===== src/hdl/cct_pkg.sv =====
// cct_pkg: shared types, constants and calendar functions for the
// calendar clock. No dependencies; imported by cct_next and calendar_clock_tick.
`default_nettype none

package cct_pkg;

  // command codes
  localparam logic FUNC_TICK = 1'b0;
  localparam logic FUNC_SET  = 1'b1;

  // counter limits
  localparam logic [5:0]  SEC_LAST   = 6'd59;
  localparam logic [5:0]  MIN_LAST   = 6'd59;
  localparam logic [4:0]  HOUR_LAST  = 5'd23;
  localparam logic [3:0]  MONTH_LAST = 4'd12;
  localparam logic [13:0] YEAR_FIRST = 14'd1000;
  localparam logic [13:0] YEAR_LAST  = 14'd9999;
  localparam logic [4:0]  HOUR_NOON  = 5'd12;
  localparam logic [3:0]  TWELVE     = 4'd12;

  // reset date: January 1, 2000, midnight
  localparam logic [13:0] YEAR_RST = 14'd2000;

  // divisibility by 25: y * inv(25) mod 2^16 lands at or below 65535/25
  localparam logic [15:0] INV25     = 16'd23593;
  localparam logic [15:0] DIV25_LIM = 16'd2621;

  typedef enum logic [2:0] {
    STAT_OK        = 3'd0,
    STAT_BAD_MONTH = 3'd1,
    STAT_BAD_YEAR  = 3'd2,
    STAT_BAD_DAY   = 3'd3,
    STAT_BAD_HOUR  = 3'd4,
    STAT_BAD_MIN   = 3'd5,
    STAT_BAD_SEC   = 3'd6
  } status_t;

  typedef struct packed {
    logic        func;
    logic [3:0]  new_month;
    logic [13:0] new_year;
    logic [4:0]  new_day;
    logic [4:0]  new_hour;
    logic [5:0]  new_minute;
    logic [5:0]  new_second;
  } cmd_t;

  typedef struct packed {
    logic [3:0]  cur_month;
    logic [4:0]  cur_day;
    logic [13:0] cur_year;
    logic [4:0]  cur_hour;
    logic [5:0]  cur_minute;
    logic [5:0]  cur_second;
    logic [3:0]  hour_twelve;
    logic        is_pm;
    logic [2:0]  status;
    logic        year_wrapped;
  } res_t;

  // time-of-day and date state
  typedef struct packed {
    logic [3:0]  month;
    logic [4:0]  day;
    logic [13:0] year;
    logic [4:0]  hour;
    logic [5:0]  minute;
    logic [5:0]  second;
  } tod_t;

  function automatic logic leap_year(logic [13:0] y);
    logic [31:0] prod;
    logic        by25;
    prod = 32'(y) * 32'(INV25);
    by25 = (prod[15:0] <= DIV25_LIM);
    // div by 4 but not 100, or div by 400 (= div by 16 and by 25)
    return ((y[1:0] == 2'd0) && !by25) || ((y[3:0] == 4'd0) && by25);
  endfunction

  function automatic logic [4:0] month_len(logic [3:0] m, logic [13:0] y);
    logic [4:0] len;
    unique case (m)
      4'd2:                      len = leap_year(y) ? 5'd29 : 5'd28;
      4'd4, 4'd6, 4'd9, 4'd11:   len = 5'd30;
      default:                   len = 5'd31;
    endcase
    return len;
  endfunction

endpackage

`default_nettype wire


===== src/hdl/cct_next.sv =====
// cct_next: next date/time and result beat for one command.
// Pure combinational; depends on cct_pkg.
`default_nettype none

module cct_next (
  input  var cct_pkg::cmd_t cmd,
  input  var cct_pkg::tod_t cur,
  output var cct_pkg::tod_t nxt,
  output var cct_pkg::res_t res
);
  import cct_pkg::*;

  status_t st;
  logic    wrap;
  tod_t    tick;
  tod_t    tnew;

  // one-second advance with carries
  always_comb begin
    tick = cur;
    wrap = 1'b0;
    if (cur.second >= SEC_LAST) begin
      tick.second = '0;
      if (cur.minute >= MIN_LAST) begin
        tick.minute = '0;
        if (cur.hour >= HOUR_LAST) begin
          tick.hour = '0;
          if (cur.day < month_len(cur.month, cur.year)) begin
            tick.day = cur.day + 5'd1;
          end else begin
            tick.day = 5'd1;
            if (cur.month < MONTH_LAST) begin
              tick.month = cur.month + 4'd1;
            end else begin
              tick.month = 4'd1;
              if (cur.year >= YEAR_LAST) begin
                tick.year = YEAR_FIRST;
                wrap      = 1'b1;
              end else begin
                tick.year = cur.year + 14'd1;
              end
            end
          end
        end else begin
          tick.hour = cur.hour + 5'd1;
        end
      end else begin
        tick.minute = cur.minute + 6'd1;
      end
    end else begin
      tick.second = cur.second + 6'd1;
    end
  end

  // set: first failing field wins
  always_comb begin
    tnew = '{month: cmd.new_month, day: cmd.new_day, year: cmd.new_year,
             hour: cmd.new_hour, minute: cmd.new_minute, second: cmd.new_second};
    priority if (cmd.new_month == 4'd0 || cmd.new_month > MONTH_LAST)
      st = STAT_BAD_MONTH;
    else if (cmd.new_year < YEAR_FIRST || cmd.new_year > YEAR_LAST)
      st = STAT_BAD_YEAR;
    else if (cmd.new_day == 5'd0 ||
             cmd.new_day > month_len(cmd.new_month, cmd.new_year))
      st = STAT_BAD_DAY;
    else if (cmd.new_hour > HOUR_LAST)
      st = STAT_BAD_HOUR;
    else if (cmd.new_minute > MIN_LAST)
      st = STAT_BAD_MIN;
    else if (cmd.new_second > SEC_LAST)
      st = STAT_BAD_SEC;
    else
      st = STAT_OK;
  end

  always_comb begin
    if (cmd.func == FUNC_SET) begin
      nxt = (st == STAT_OK) ? tnew : cur;
    end else begin
      nxt = tick;
    end

    res.cur_month    = nxt.month;
    res.cur_day      = nxt.day;
    res.cur_year     = nxt.year;
    res.cur_hour     = nxt.hour;
    res.cur_minute   = nxt.minute;
    res.cur_second   = nxt.second;
    // hour stays in 0..23, so mod 12 is a single subtract
    if (nxt.hour == 5'd0) begin
      res.hour_twelve = TWELVE;
    end else if (nxt.hour > HOUR_NOON) begin
      res.hour_twelve = 4'(nxt.hour - HOUR_NOON);
    end else begin
      res.hour_twelve = nxt.hour[3:0];
    end
    res.is_pm        = (nxt.hour >= HOUR_NOON);
    res.status       = (cmd.func == FUNC_SET) ? st : STAT_OK;
    res.year_wrapped = (cmd.func == FUNC_TICK) && wrap;
  end

endmodule

`default_nettype wire


===== src/hdl/calendar_clock_tick.sv =====
// calendar_clock_tick: Gregorian real-time clock/calendar, top level.
// Depends on cct_pkg and cct_next.
//
//   channel | direction | handshake            | payload
//   --------+-----------+----------------------+------------------------------
//   cmd     | in        | cmd_valid/cmd_stall  | cct_pkg::cmd_t (tick or set)
//   res     | out       | res_valid/res_stall  | cct_pkg::res_t (date, status)
//
// One beat per clock in both directions unless a stalled result holds the
// flow. A command beat lands in the command register, and its result then
// moves into the result register. The only per-beat work is cct_next
// (carry chain, leap test with one small multiply).
// rst (synchronous) gives 2000-01-01 00:00:00 with both registers empty.
// A stalled result holds the command register; cmd_stall rises only then.
`default_nettype none

module calendar_clock_tick (
  input  var logic           clk,
  input  var logic           rst,
  input  var logic           cmd_valid,
  output var logic           cmd_stall,
  input  var cct_pkg::cmd_t  cmd,
  output var logic           res_valid,
  input  var logic           res_stall,
  output var cct_pkg::res_t  res
);
  import cct_pkg::*;

  // command register
  logic cmd_q_valid;
  cmd_t cmd_q;

  // clock/calendar state
  tod_t tm;
  tod_t tm_next;
  res_t res_next;

  logic advance;   // command register moves into result register
  logic take;      // command beat accepted

  assign advance   = cmd_q_valid && (!res_valid || !res_stall);
  assign cmd_stall = cmd_q_valid && !advance;
  assign take      = cmd_valid && !cmd_stall;

  cct_next u_next (
    .cmd (cmd_q),
    .cur (tm),
    .nxt (tm_next),
    .res (res_next)
  );

  always_ff @(posedge clk) begin
    if (rst) begin
      cmd_q_valid <= 1'b0;
    end else if (take) begin
      cmd_q_valid <= 1'b1;
    end else if (advance) begin
      cmd_q_valid <= 1'b0;
    end
  end

  always_ff @(posedge clk) begin
    if (take) begin
      cmd_q <= cmd;
    end
  end

  // state register: advances once per command
  always_ff @(posedge clk) begin
    if (rst) begin
      tm <= '{month: 4'd1, day: 5'd1, year: YEAR_RST,
              hour: '0, minute: '0, second: '0};
    end else if (advance) begin
      tm <= tm_next;
    end
  end

  // result register
  always_ff @(posedge clk) begin
    if (rst) begin
      res_valid <= 1'b0;
    end else if (advance) begin
      res_valid <= 1'b1;
    end else if (!res_stall) begin
      res_valid <= 1'b0;
    end
  end

  always_ff @(posedge clk) begin
    if (advance) begin
      res <= res_next;
    end
  end

  // ---- assertions ----

  // a finished command always shows up as a result next cycle
  a_adv_res: assert property (@(posedge clk) disable iff (rst)
    advance |=> res_valid)
    else $error("result missing after command advanced");

  // input back-pressure only comes from a full, stalled output
  a_stall_src: assert property (@(posedge clk) disable iff (rst)
    cmd_stall |-> (res_valid && res_stall && cmd_q_valid))
    else $error("cmd_stall without a stalled result");

  // a rejected set leaves the time alone
  a_bad_set: assert property (@(posedge clk) disable iff (rst)
    (advance && res_next.status != STAT_OK) |=> (tm == $past(tm)))
    else $error("time changed on a failed set");

  // state stays within calendar range
  a_range: assert property (@(posedge clk) disable iff (rst)
    (tm.month >= 4'd1 && tm.month <= MONTH_LAST && tm.day >= 5'd1 &&
     tm.hour <= HOUR_LAST && tm.minute <= MIN_LAST && tm.second <= SEC_LAST &&
     tm.year >= YEAR_FIRST && tm.year <= YEAR_LAST))
    else $error("clock state out of range");

endmodule

`default_nettype wire

===== config.mk =====
export PLATFORM = sky130hd
export DESIGN_NAME = calendar_clock_tick
export DESIGN_NICKNAME = d
export VERILOG_FILES = /design/src/hdl/cct_pkg.sv /design/src/hdl/cct_next.sv /design/src/hdl/calendar_clock_tick.sv
export SDC_FILE = /design/constraint.sdc
export NUM_CORES = 1
export LEC_CHECK = 0
export ABC_AREA = 1
export BUFFER_PORTS_ARGS = -buffer_cell sky130_fd_sc_hd__buf_4
export CAP_MARGIN = 0
export CELL_PAD_IN_SITES_DETAIL_PLACEMENT = 2
export CELL_PAD_IN_SITES_GLOBAL_PLACEMENT = 2
export CORE_AREA = 2 2 173 175
export CTS_CLUSTER_DIAMETER = 50
export DETAILED_ROUTE_END_ITERATION = 7
export DIE_AREA = 0 0 175 177
export GPL_TIMING_DRIVEN = 0
export PLACE_DENSITY_LB_ADDON = 0.12
export SETUP_SLACK_MARGIN = 0.1
export SLEW_MARGIN = 30
export SYNTH_ARGS = -nofsm -noshare
export SYNTH_HDL_FRONTEND = slang
export SYNTH_SLANG_ARGS = --single-unit
export TNS_END_PERCENT = 50

===== constraint.sdc =====
create_clock -name clk -period 8.35 [get_ports clk]
set_input_delay 0.4175 -clock clk [delete_from_list [all_inputs] [get_ports clk]]
set_output_delay 0.4175 -clock clk [all_outputs]
set_load 0.05 [all_outputs]

==> flow_summary_export.csv, run 1 <==
group,metric,value,unit
status,outcome,"finished clean",
route,drtAntennaViolNets,0,
die,num_io_pins,96,
placed_design,gp_congestion,0.833,
sta,period_needed,7.36,ns
synth,synth_cells,1199,
synth,netlist.area_leader.share,0.268,
worst_setup_path,crit_top_cell,"inv_1",
sta,max_freq,136,MHz
worst_setup_path,path_delay_family,"adder cells",
synth,synth_xor_area_frac,0.0269,
flow_run,maxCapViolCount,0,
worst_setup_path,cp_max_fo,7,
synth,synth_edf_count,90,
finish,nFillCells,3305,
placed_design,hpwlAfterDp,26.5,mm
sta,relSlewSlack,0.481,
worst_setup_path,worstPathArrival,7.55,ns
power_and_ir_drop,ir_worst_vdd,0.0000988,V
finish,diodes,0,
route,wl_per_cell,20.0,um
worst_setup_path,ff2ff_path_depth,33,
route,routed_wl,34.3,mm
clock_network,cts_hold_buf,0,
synth,yosys.area_share.simple,0.180,
worst_hold_path,hold_path.class,"in2reg",
clock_network,clk_path_buf_depth,2,
finish,drive_gt1_frac,0.134,
clock_network,cts_tree,"yes",
placed_design,postPlaceCellArea,11300,sq um
synth,synth_nets,1400,
sta,setup_tns,0,ns
route,vias,8845,
power_and_ir_drop,powerDensity,238,nW/um^2
synth,synthAdderAreaFrac,0.219,
sta,worst_hold_slack,0.147,ns
die,dieArea,31000,sq um
worst_hold_path,min_from,"cmd[1]",
power_and_ir_drop,comb_power_share,0.428,
clock_network,clk_pin_slew,0.07,ns
sta,tightestPinTransition,0.779,ns
die,fp.dieW,175,um
synth,muxShareOfSynthArea,0,
synth,synth_seq_cells,132,
power_and_ir_drop,power.share.switching,0.405,
clock_network,clkSinkCount,132,
worst_setup_path,r2r_slack,0.99,ns
synth,yosysSeqAreaShare,0.352,
die,rows,63,
synth,yosys-top-cells-area,"edfxtp_1 27%, ha_1 15%, dfxtp_1 8.3%",
synth,syn_area,10100,sq um
route,drc,0,
finish,nNetsFinal,1515,
synth,async_flop_share,0,
synth,ys_dominant_reg_cell,"edfxtp_1",
worst_hold_path,hold_depth,1,
worst_setup_path,endpoint_kind,"register",
die,coreArea,29200,sq um
clock_network,cts_root_buf,"clkbuf_16",
synth,ys_warn_count,0,
synth,yosysMostFrequentCell,"inv_1",
synth,synth_cell_type_count,50,
sta,drv_slew,0,
sta,hold_violations,0,
die,dieHeight,177,um
worst_setup_path,crit_path_start_kind,"register",
clock_network,post-cts-setup-buffers,0,
worst_setup_path,slowest_delay,0.59,ns
finish,fin_area,11900,sq um
global_route,grt_use_total,0.230,
sta,clock_skew,0.0161,ns
synth,synthTopCellsByCount,"208 x inv_1, 199 x nand2_1, 122 x ha_1",
worst_setup_path,crit_cells,33,
power_and_ir_drop,pwr-share-clk,0.291,
synth,synth_compound_area_frac,0.125,
power_and_ir_drop,internal_power,1.69,mW
worst_setup_path,cp_slowest_cell,"edfxtp_1",
clock_network,cts_buffers,17,
sta,period_share,0.881,
synth,syn_area_per_cell,8.40,sq um
worst_setup_path,required,8.54,ns
global_route,grt_pass1_vias,9674,
worst_setup_path,reg2reg_from,"cmd_q[24]",
sta,rsz0062_at_grt,"no",
clock_network,clock_latency,0.44,ns
power_and_ir_drop,p_seq_frac,0.281,
global_route,grt_pass1_wl,54.5,mm
worst_setup_path,critPathKind,"reg2reg",
route,drt_pass1_iterations,4,
route,viasPerCell,5.15,
sta,finalSetupViolCount,0,
placed_design,portBuffers,94,
route,first_iter_violations,441,
global_route,grt_overflow_total,0,
clock_network,htreeDepth,4,
synth,yosysTopAreaCell,"edfxtp_1",
worst_setup_path,path_buf_inv,6,
synth,synth_top_family_by_area,"adder cells",
clock_network,cts_resized,0,
global_route,antenna_found_initial,0,
finish,syn2layout_area_growth,18.5,%
die,start_util,0.345,
power_and_ir_drop,power.leakage,5.75,nW
worst_hold_path,holdPathEnd,"cmd_q[1]",
global_route,grt_max_degree,40,
power_and_ir_drop,switchingPower,1.15,mW
worst_setup_path,rr_endpoint,"res[8]",
-- flip-flops by register name (all words and copies together) (netlist names) --
register     flops
res             49
cmd_q_valid      1
tm              40
res_valid        1
cmd_q           41
-- worst reg2reg max path: cells and delay by family, from the launching register on --
kind | cells | cell delay, ns
compound gates | 8 | 1.52
fa+ha+maj | 8 | 3.03
simple gates | 7 | 0.72
flops | 1 | 0.59
buf+inv | 6 | 0.61
xor+xnor | 4 | 0.67
-- cell usage in the layout (no fill, tap or decap), types with 5 or more instances in the layout --
| master | instances |
|---|---|
| clkbuf_1 | 18 |
| nand2_2 | 8 |
| xor2_1 | 18 |
| clkbuf_16 | 17 |
| inv_6 | 6 |
| buf_4 | 97 |
| a21oi_1 | 93 |
| a31oi_1 | 5 |
| edfxtp_1 | 90 |
| buf_2 | 5 |
| nand4_1 | 19 |
| nand2_1 | 199 |
| o21ai_1 | 11 |
| o211ai_1 | 12 |
| inv_2 | 6 |
| fa_1 | 34 |
| nor3_1 | 14 |
| nand3b_1 | 6 |
| nor2_1 | 58 |
| xnor2_1 | 13 |
| inv_1 | 207 |
| o21ai_0 | 96 |
| dfxtp_1 | 42 |
| nand3_1 | 71 |
| ha_1 | 122 |
-- kinds of logic (layout without fill, tap and decap cells) --
logic type                 count (synthesis)  in the layout
buffers and inverters                    247            375
and+or+nand+nor                          400            400
xor gates and xnor gates                  31             31
AOI/OAI and AO/OA                        233            233
adders and majority gates                156            156
DFF                                      132            132
-- power by group through the flow --
stage          clock network, mW  logic (mW)  registers (mW)
6_report                   0.828        1.22           0.799
3_5_place_dp                   0        1.24           0.814
5_1_grt                    0.867        1.41           0.805
4_1_cts                    0.843        1.25           0.800
2_1_floorplan                  0       0.833           0.849
3_3_place_gp                   0        1.19           0.813
-- routing by layer --
metal	up-vias	share of wire	track usage
met4	0	0.012	0.0524
li1	4228	-	-
met5	-	0	0
met2	126	0.48	0.395
met1	4463	0.47	0.309
met3	28	0.033	0.0299
-- metrics by stage --
| stage | instances | worst slack, ns | util | total power, mW |
|---|---|---|---|---|
| final | 1717 | 0.993 | 0.408 | 2.84 |
| after global placement | 1683 | 0.997 | 0.385 | 2.00 |
| after CTS | 1717 | 0.845 | 0.408 | 2.89 |
| after global routing | 1717 | 0.377 | 0.408 | 3.08 |
| after floorplan | 1199 | 2.27 | - | 1.68 |
| after detailed placement | 1685 | 0.906 | 0.387 | 2.05 |
-- how the worst max path moves through the flow --
stage | start | to | slack (ns)
floorplan | cmd_q[24] | res[8] | 2.27
global placement | cmd_q[24] | res[7] | 1.0
detailed placement | cmd_q[24] | res[8] | 0.91
CTS | cmd_q[24] | res[8] | 0.85
global route | cmd_q[24] | res[8] | 0.38
finish | cmd_q[24] | res[8] | 0.99
-- area by class of cell --
type / instances / area [sq um] / share of cell area
Buffer: 32 / 179 / 0.0150
Clock buffer: 18 / 439 / 0.0368
Clock inverter: 14 / 186 / 0.0156
Inverter: 215 / 807 / 0.0676
Multi-Input combinational cell: 820 / 5550 / 0.465
Sequential cell: 132 / 3540 / 0.297
Tap cell: 390 / 488 / 0.0409
Timing Repair Buffer: 96 / 746 / 0.0624
Note: power is estimated with default switching activity, not from simulation.
==> run 2: changes to the inputs <==
Settings changed: CAP_MARGIN 0 to not set, CORE_AREA 2 2 173 175 to 2 2 147 206, DIE_AREA 0 0 175 177 to 0 0 149 208.
==> run 2 against run 1 <==
Effect of this change: first-iteration DRC count is 38% lower; register-to-register slack about the same; core utilization rose by 0.086 points; wire length up 3.5%; largest power group unchanged; sequential power rose by 0.6%; worst setup slack better by 0.0086 ns; final area is 0.38% lower; clock-buffer cell count is the same.
==> flow_summary_export.csv, run 2 (synthesis gave the netlist of run 1 again) <==
group,metric,value,unit
power_and_ir_drop,ir_worst_vdd,0.000195,V
power_and_ir_drop,power.share.switching,0.406,
worst_setup_path,slowest_delay,0.60,ns
route,drtAntennaViolNets,0,
power_and_ir_drop,pwr-share-clk,0.280,
global_route,grt_pass1_wl,55.8,mm
route,first_iter_violations,275,
placed_design,pre_cts_ws,0.962,ns
finish,final_common_cell,"inv_1",
finish,drive_gt1_frac,0.131,
sta,relSlewSlack,0.450,
global_route,grt_overflow_total,0,
route,drc,0,
finish,diodes,0,
finish,largestRegisters,"res x49, cmd_q x41, tm x40",
power_and_ir_drop,p_seq_frac,0.280,
clock_network,cts_resized,0,
finish,nNetsFinal,1514,
worst_setup_path,endpoint_kind,"register",
finish,nFillCells,3346,
global_route,grt_max_degree,59,
global_route,antenna_found_initial,0,
route,vias,8853,
clock_network,clk_pin_slew,0.06,ns
clock_network,htreeDepth,4,
power_and_ir_drop,total_power,2.87,mW
finish,post-route-util,0.409,
clock_network,cts_hold_buf,0,
die,start_util,0.347,
die,coreArea,29100,sq um
global_route,grt_use_total,0.238,
sta,hold_violations,0,
sta,period_needed,7.35,ns
sta,timing.final.ws_setup,1.00,ns
die,dieArea,31000,sq um
clock_network,cts_tree,"yes",
power_and_ir_drop,internal_power,1.70,mW
clock_network,clkSinkCount,132,
clock_network,clock_latency,0.45,ns
sta,finalSetupViolCount,0,
sta,period_share,0.880,
clock_network,post-cts-setup-buffers,0,
placed_design,gp_congestion,0.868,
placed_design,portBuffers,94,
worst_setup_path,crit_path_start_kind,"register",
global_route,grt_pass1_vias,10000,
worst_setup_path,required,8.54,ns
finish,syn2layout_area_growth,18.1,%
die,dieHeight,208,um
route,wl_per_cell,20.8,um
sta,drv_slew,0,
sta,clock_skew,0.0141,ns
placed_design,hpwlAfterDp,27.9,mm
clock_network,cts_buffers,17,
sta,tightestPinTransition,0.825,ns
worst_setup_path,worstPathArrival,7.54,ns
status,outcome,"finished clean",
worst_setup_path,critPathKind,"reg2reg",
die,num_io_pins,96,
clock_network,clk_path_buf_depth,2,
power_and_ir_drop,powerDensity,241,nW/um^2
sta,worst_hold_slack,0.145,ns
route,routed_wl,35.5,mm
sta,rsz0062_at_grt,"no",
die,rows,74,
route,drt_pass1_iterations,4,
flow_run,maxCapViolCount,0,
worst_setup_path,cp_max_fo,7,
finish,mostFrequentLayoutCells,"207 x inv_1, 199 x nand2_1, 122 x ha_1",
sta,setup_tns,0,ns
worst_setup_path,cp_slowest_cell,"edfxtp_1",
die,fp.dieW,149,um
worst_setup_path,crit_top_cell,"inv_1",
power_and_ir_drop,comb_power_share,0.440,
power_and_ir_drop,switchingPower,1.16,mW
power_and_ir_drop,power.leakage,5.73,nW
finish,largest_reg_flops,49,
worst_hold_path,hold_path.class,"in2reg",
clock_network,cts_root_buf,"clkbuf_16",
finish,top_register,"res",
route,viasPerCell,5.19,
sta,max_freq,136,MHz
run 2: power by group through the flow:
stage | Clock [mW] | Sequential (mW) | Combinational (mW)
2_1_floorplan | 0 | 0.849 | 0.833
3_3_place_gp | 0 | 0.817 | 1.22
3_5_place_dp | 0 | 0.818 | 1.28
4_1_cts | 0.820 | 0.805 | 1.30
5_1_grt | 0.846 | 0.809 | 1.45
6_report | 0.803 | 0.804 | 1.26
run 2: path summary, 6_finish.rpt:
kind	start	end	slack [ns]	depth (start not counted)
setup reg to reg	cmd_q[24]	res[7]	1.00	32
hold reg to reg	cmd_q_valid	res_valid	0.52	2
hold / removal	cmd[29]	cmd_q[29]	0.14	1
setup / recovery	cmd_q[24]	res[7]	1.00	32
run 2: layout make-up:
type | count | area (sq um) | area share
Buffer | 32 | 179 | 0.0150
Tap cell | 380 | 475 | 0.0400
Clock buffer | 18 | 429 | 0.0361
Inverter | 215 | 807 | 0.0678
Clock inverter | 14 | 184 | 0.0155
Sequential cell | 132 | 3540 | 0.298
Timing Repair Buffer | 95 | 726 | 0.0610
Multi-Input combinational cell | 820 | 5550 | 0.467
run 2: worst max-delay path: cells and delay by family (launching register included):
kind                     cells  cell delay, ns
XOR/XNOR                     4            0.85
buffers and inverters        6            0.55
AND/OR/NAND/NOR              7            0.70
AO/OA/AOI/OAI                7            1.35
adder cells (fa/ha/maj)      8            3.02
flip-flops                   1            0.60
run 2: metrics by stage:
stage | instance area [sq um] | instances
6_report | 11900 | 1706
5_1_grt | 11900 | 1706
4_1_cts | 11900 | 1706
3_5_place_dp | 11300 | 1674
3_3_place_gp | 11300 | 1673
2_1_floorplan | 10100 | 1199
run 2: layer usage:
metal / share of wire / vias to the layer above / global-route usage / wire [um]
met3: 0.024 / 49 / 0.0327 / 839
li1: - / 4232 / - / -
met1: 0.39 / 4442 / 0.261 / 14000
met2: 0.55 / 130 / 0.456 / 19600
met4: 0.029 / 0 / 0.0887 / 1050
met5: 0 / - / 0 / 0
==> run 3: changes to the inputs <==
Settings changed: MAX_ROUTING_LAYER set to met4.
==> run 3 against run 2 <==
Effect of this change: worst setup slack worse by 0.014 ns; clock skew is 0.00066 ns higher; first-iteration DRC count grew 3.3%; clock power is essentially flat.
==> flow_summary_export.csv, run 3 (synthesis gave the netlist of run 1 again) <==
group,metric,value,unit
status,outcome,"finished clean",
clock_network,cts_tree,"yes",
finish,final-seq-area,3540,sq um
finish,largest_reg_flops,49,
die,dieArea,31000,sq um
clock_network,clk_pin_slew,0.06,ns
clock_network,cts_hold_buf,0,
sta,hold_violations,0,
worst_setup_path,slowest_delay,0.60,ns
die,start_util,0.347,
finish,nFillCells,3346,
finish,mostFrequentLayoutCells,"207 x inv_1, 199 x nand2_1, 122 x ha_1",
sta,clock_skew,0.0147,ns
die,rows,74,
worst_hold_path,hold_path.class,"in2reg",
route,vias,8871,
worst_setup_path,cp_max_fo,10,
route,drtAntennaViolNets,0,
worst_setup_path,crit_end,"res[8]",
worst_setup_path,rr_endpoint,"res[8]",
power_and_ir_drop,power.share.switching,0.405,
global_route,antenna_found_initial,0,
worst_setup_path,reg2reg_from,"cmd_q[24]",
worst_setup_path,worstPathArrival,7.55,ns
power_and_ir_drop,pwr-share-clk,0.279,
power_and_ir_drop,switchingPower,1.16,mW
sta,relSlewSlack,0.450,
worst_setup_path,endpoint_kind,"register",
worst_setup_path,path_delay_family,"adder cells",
die,fp.dieW,149,um
sta,rsz0062_at_grt,"no",
worst_setup_path,r2r_slack,0.99,ns
placed_design,gp_congestion,0.882,
route,routed_wl,35.5,mm
global_route,grt_max_degree,59,
finish,post-route-util,0.409,
finish,largestRegisters,"res x49, cmd_q x41, tm x40",
global_route,grt_pass1_vias,10000,
route,wl_per_cell,20.8,um
sta,setup_tns,0,ns
flow_run,maxCapViolCount,0,
clock_network,post-cts-setup-buffers,0,
worst_setup_path,cp-startpoint,"cmd_q[24]",
global_route,grt_overflow_total,0,
finish,syn2layout_area_growth,18.1,%
die,num_io_pins,96,
power_and_ir_drop,ir_worst_vdd,0.000195,V
route,viasPerCell,5.20,
global_route,grt_pass1_wl,55.7,mm
route,first_iter_violations,284,
worst_setup_path,path_buf_inv,5,
finish,final_common_cell,"inv_1",
power_and_ir_drop,p_seq_frac,0.280,
power_and_ir_drop,comb_power_share,0.440,
clock_network,cts_resized,0,
sta,period_needed,7.36,ns
worst_setup_path,cp_slowest_cell,"edfxtp_1",
placed_design,hpwlAfterDp,27.9,mm
sta,max_freq,136,MHz
clock_network,clk_path_buf_depth,2,
clock_network,cts_buffers,17,
worst_setup_path,required,8.54,ns
worst_setup_path,ff2ff_path_depth,34,
power_and_ir_drop,powerDensity,241,nW/um^2
power_and_ir_drop,power.leakage,5.73,nW
sta,finalSetupViolCount,0,
global_route,grt_use_total,0.245,
placed_design,portBuffers,94,
clock_network,clock_latency,0.45,ns
finish,drive_gt1_frac,0.131,
route,drt_pass1_iterations,4,
clock_network,cts_root_buf,"clkbuf_16",
die,coreArea,29100,sq um
finish,top_register,"res",
die,dieHeight,208,um
clock_network,clkSinkCount,132,
route,drc,0,
finish,diodes,0,
worst_setup_path,crit_cells,34,
worst_setup_path,crit_path_start_kind,"register",
power_and_ir_drop,internal_power,1.70,mW
sta,drv_slew,0,
sta,tightestPinTransition,0.825,ns
worst_setup_path,critPathKind,"reg2reg",
finish,multi_input_area,5550,sq um
sta,period_share,0.882,
finish,nNetsFinal,1514,
clock_network,htreeDepth,4,
[run 3: cell counts in the layout (fill, tap and decap cells not counted)]
No cell type changed its count.
[run 3: worst min path at each step]
| stage | slack, ns | cells past startpoint | startpoint | endpoint |
|---|---|---|---|---|
| after global placement | 0.47 | 2 | cmd_q_valid | res_valid |
| after CTS | 0.12 | 1 | cmd[29] | cmd_q[29] |
| after detailed placement | 0.51 | 2 | cmd_q_valid | res_valid |
| after global routing | 0.13 | 1 | cmd[29] | cmd_q[29] |
| after floorplan | 0.46 | 2 | cmd_q_valid | res_valid |
| final | 0.15 | 1 | cmd[29] | cmd_q[29] |
[run 3: cell type report]
type                            instances  share of cell area
Multi-Input combinational cell        820               0.467
Sequential cell                       132               0.298
Inverter                              215              0.0678
Timing Repair Buffer                   95              0.0610
Tap cell                              380              0.0400
Clock buffer                           18              0.0361
Clock inverter                         14              0.0155
Buffer                                 32              0.0150
[run 3: per-layer routing]
metal	part of all wire	wire (um)	track usage
met4	0.031	1090	0.0887
met2	0.55	19600	0.456
met5	0	0	-
met1	0.39	14000	0.262
met3	0.023	816	0.0309
[run 3: metrics by stage]
stage               area, sq um  hold WS (ns)  setup slack, ns  std cells  total power [mW]
global route              11900         0.130            0.399       1706              3.11
finish                    11900         0.148            0.988       1706              2.87
detailed placement        11300         0.514            0.962       1674              2.10
CTS                       11900         0.121            0.917       1706              2.92
global placement          11300         0.472             1.20       1673              2.03
floorplan                 10100         0.457             2.27       1199              1.68
[run 3: worst register-to-register path, delay by kind of cell (launching register included)]
family	cells	cell delay, ns
fa+ha+maj	7	2.83
simple gates	10	1.18
flops	1	0.60
xor+xnor	4	0.85
buf+inv	5	0.46
compound gates	8	1.19
[run 3: power groups by stage]
stage	Combinational, mW	Sequential, mW	Clock, mW
2_1_floorplan	0.833	0.849	0
3_3_place_gp	1.22	0.817	0
3_5_place_dp	1.28	0.818	0
4_1_cts	1.30	0.805	0.820
5_1_grt	1.45	0.809	0.846
6_report	1.26	0.804	0.801
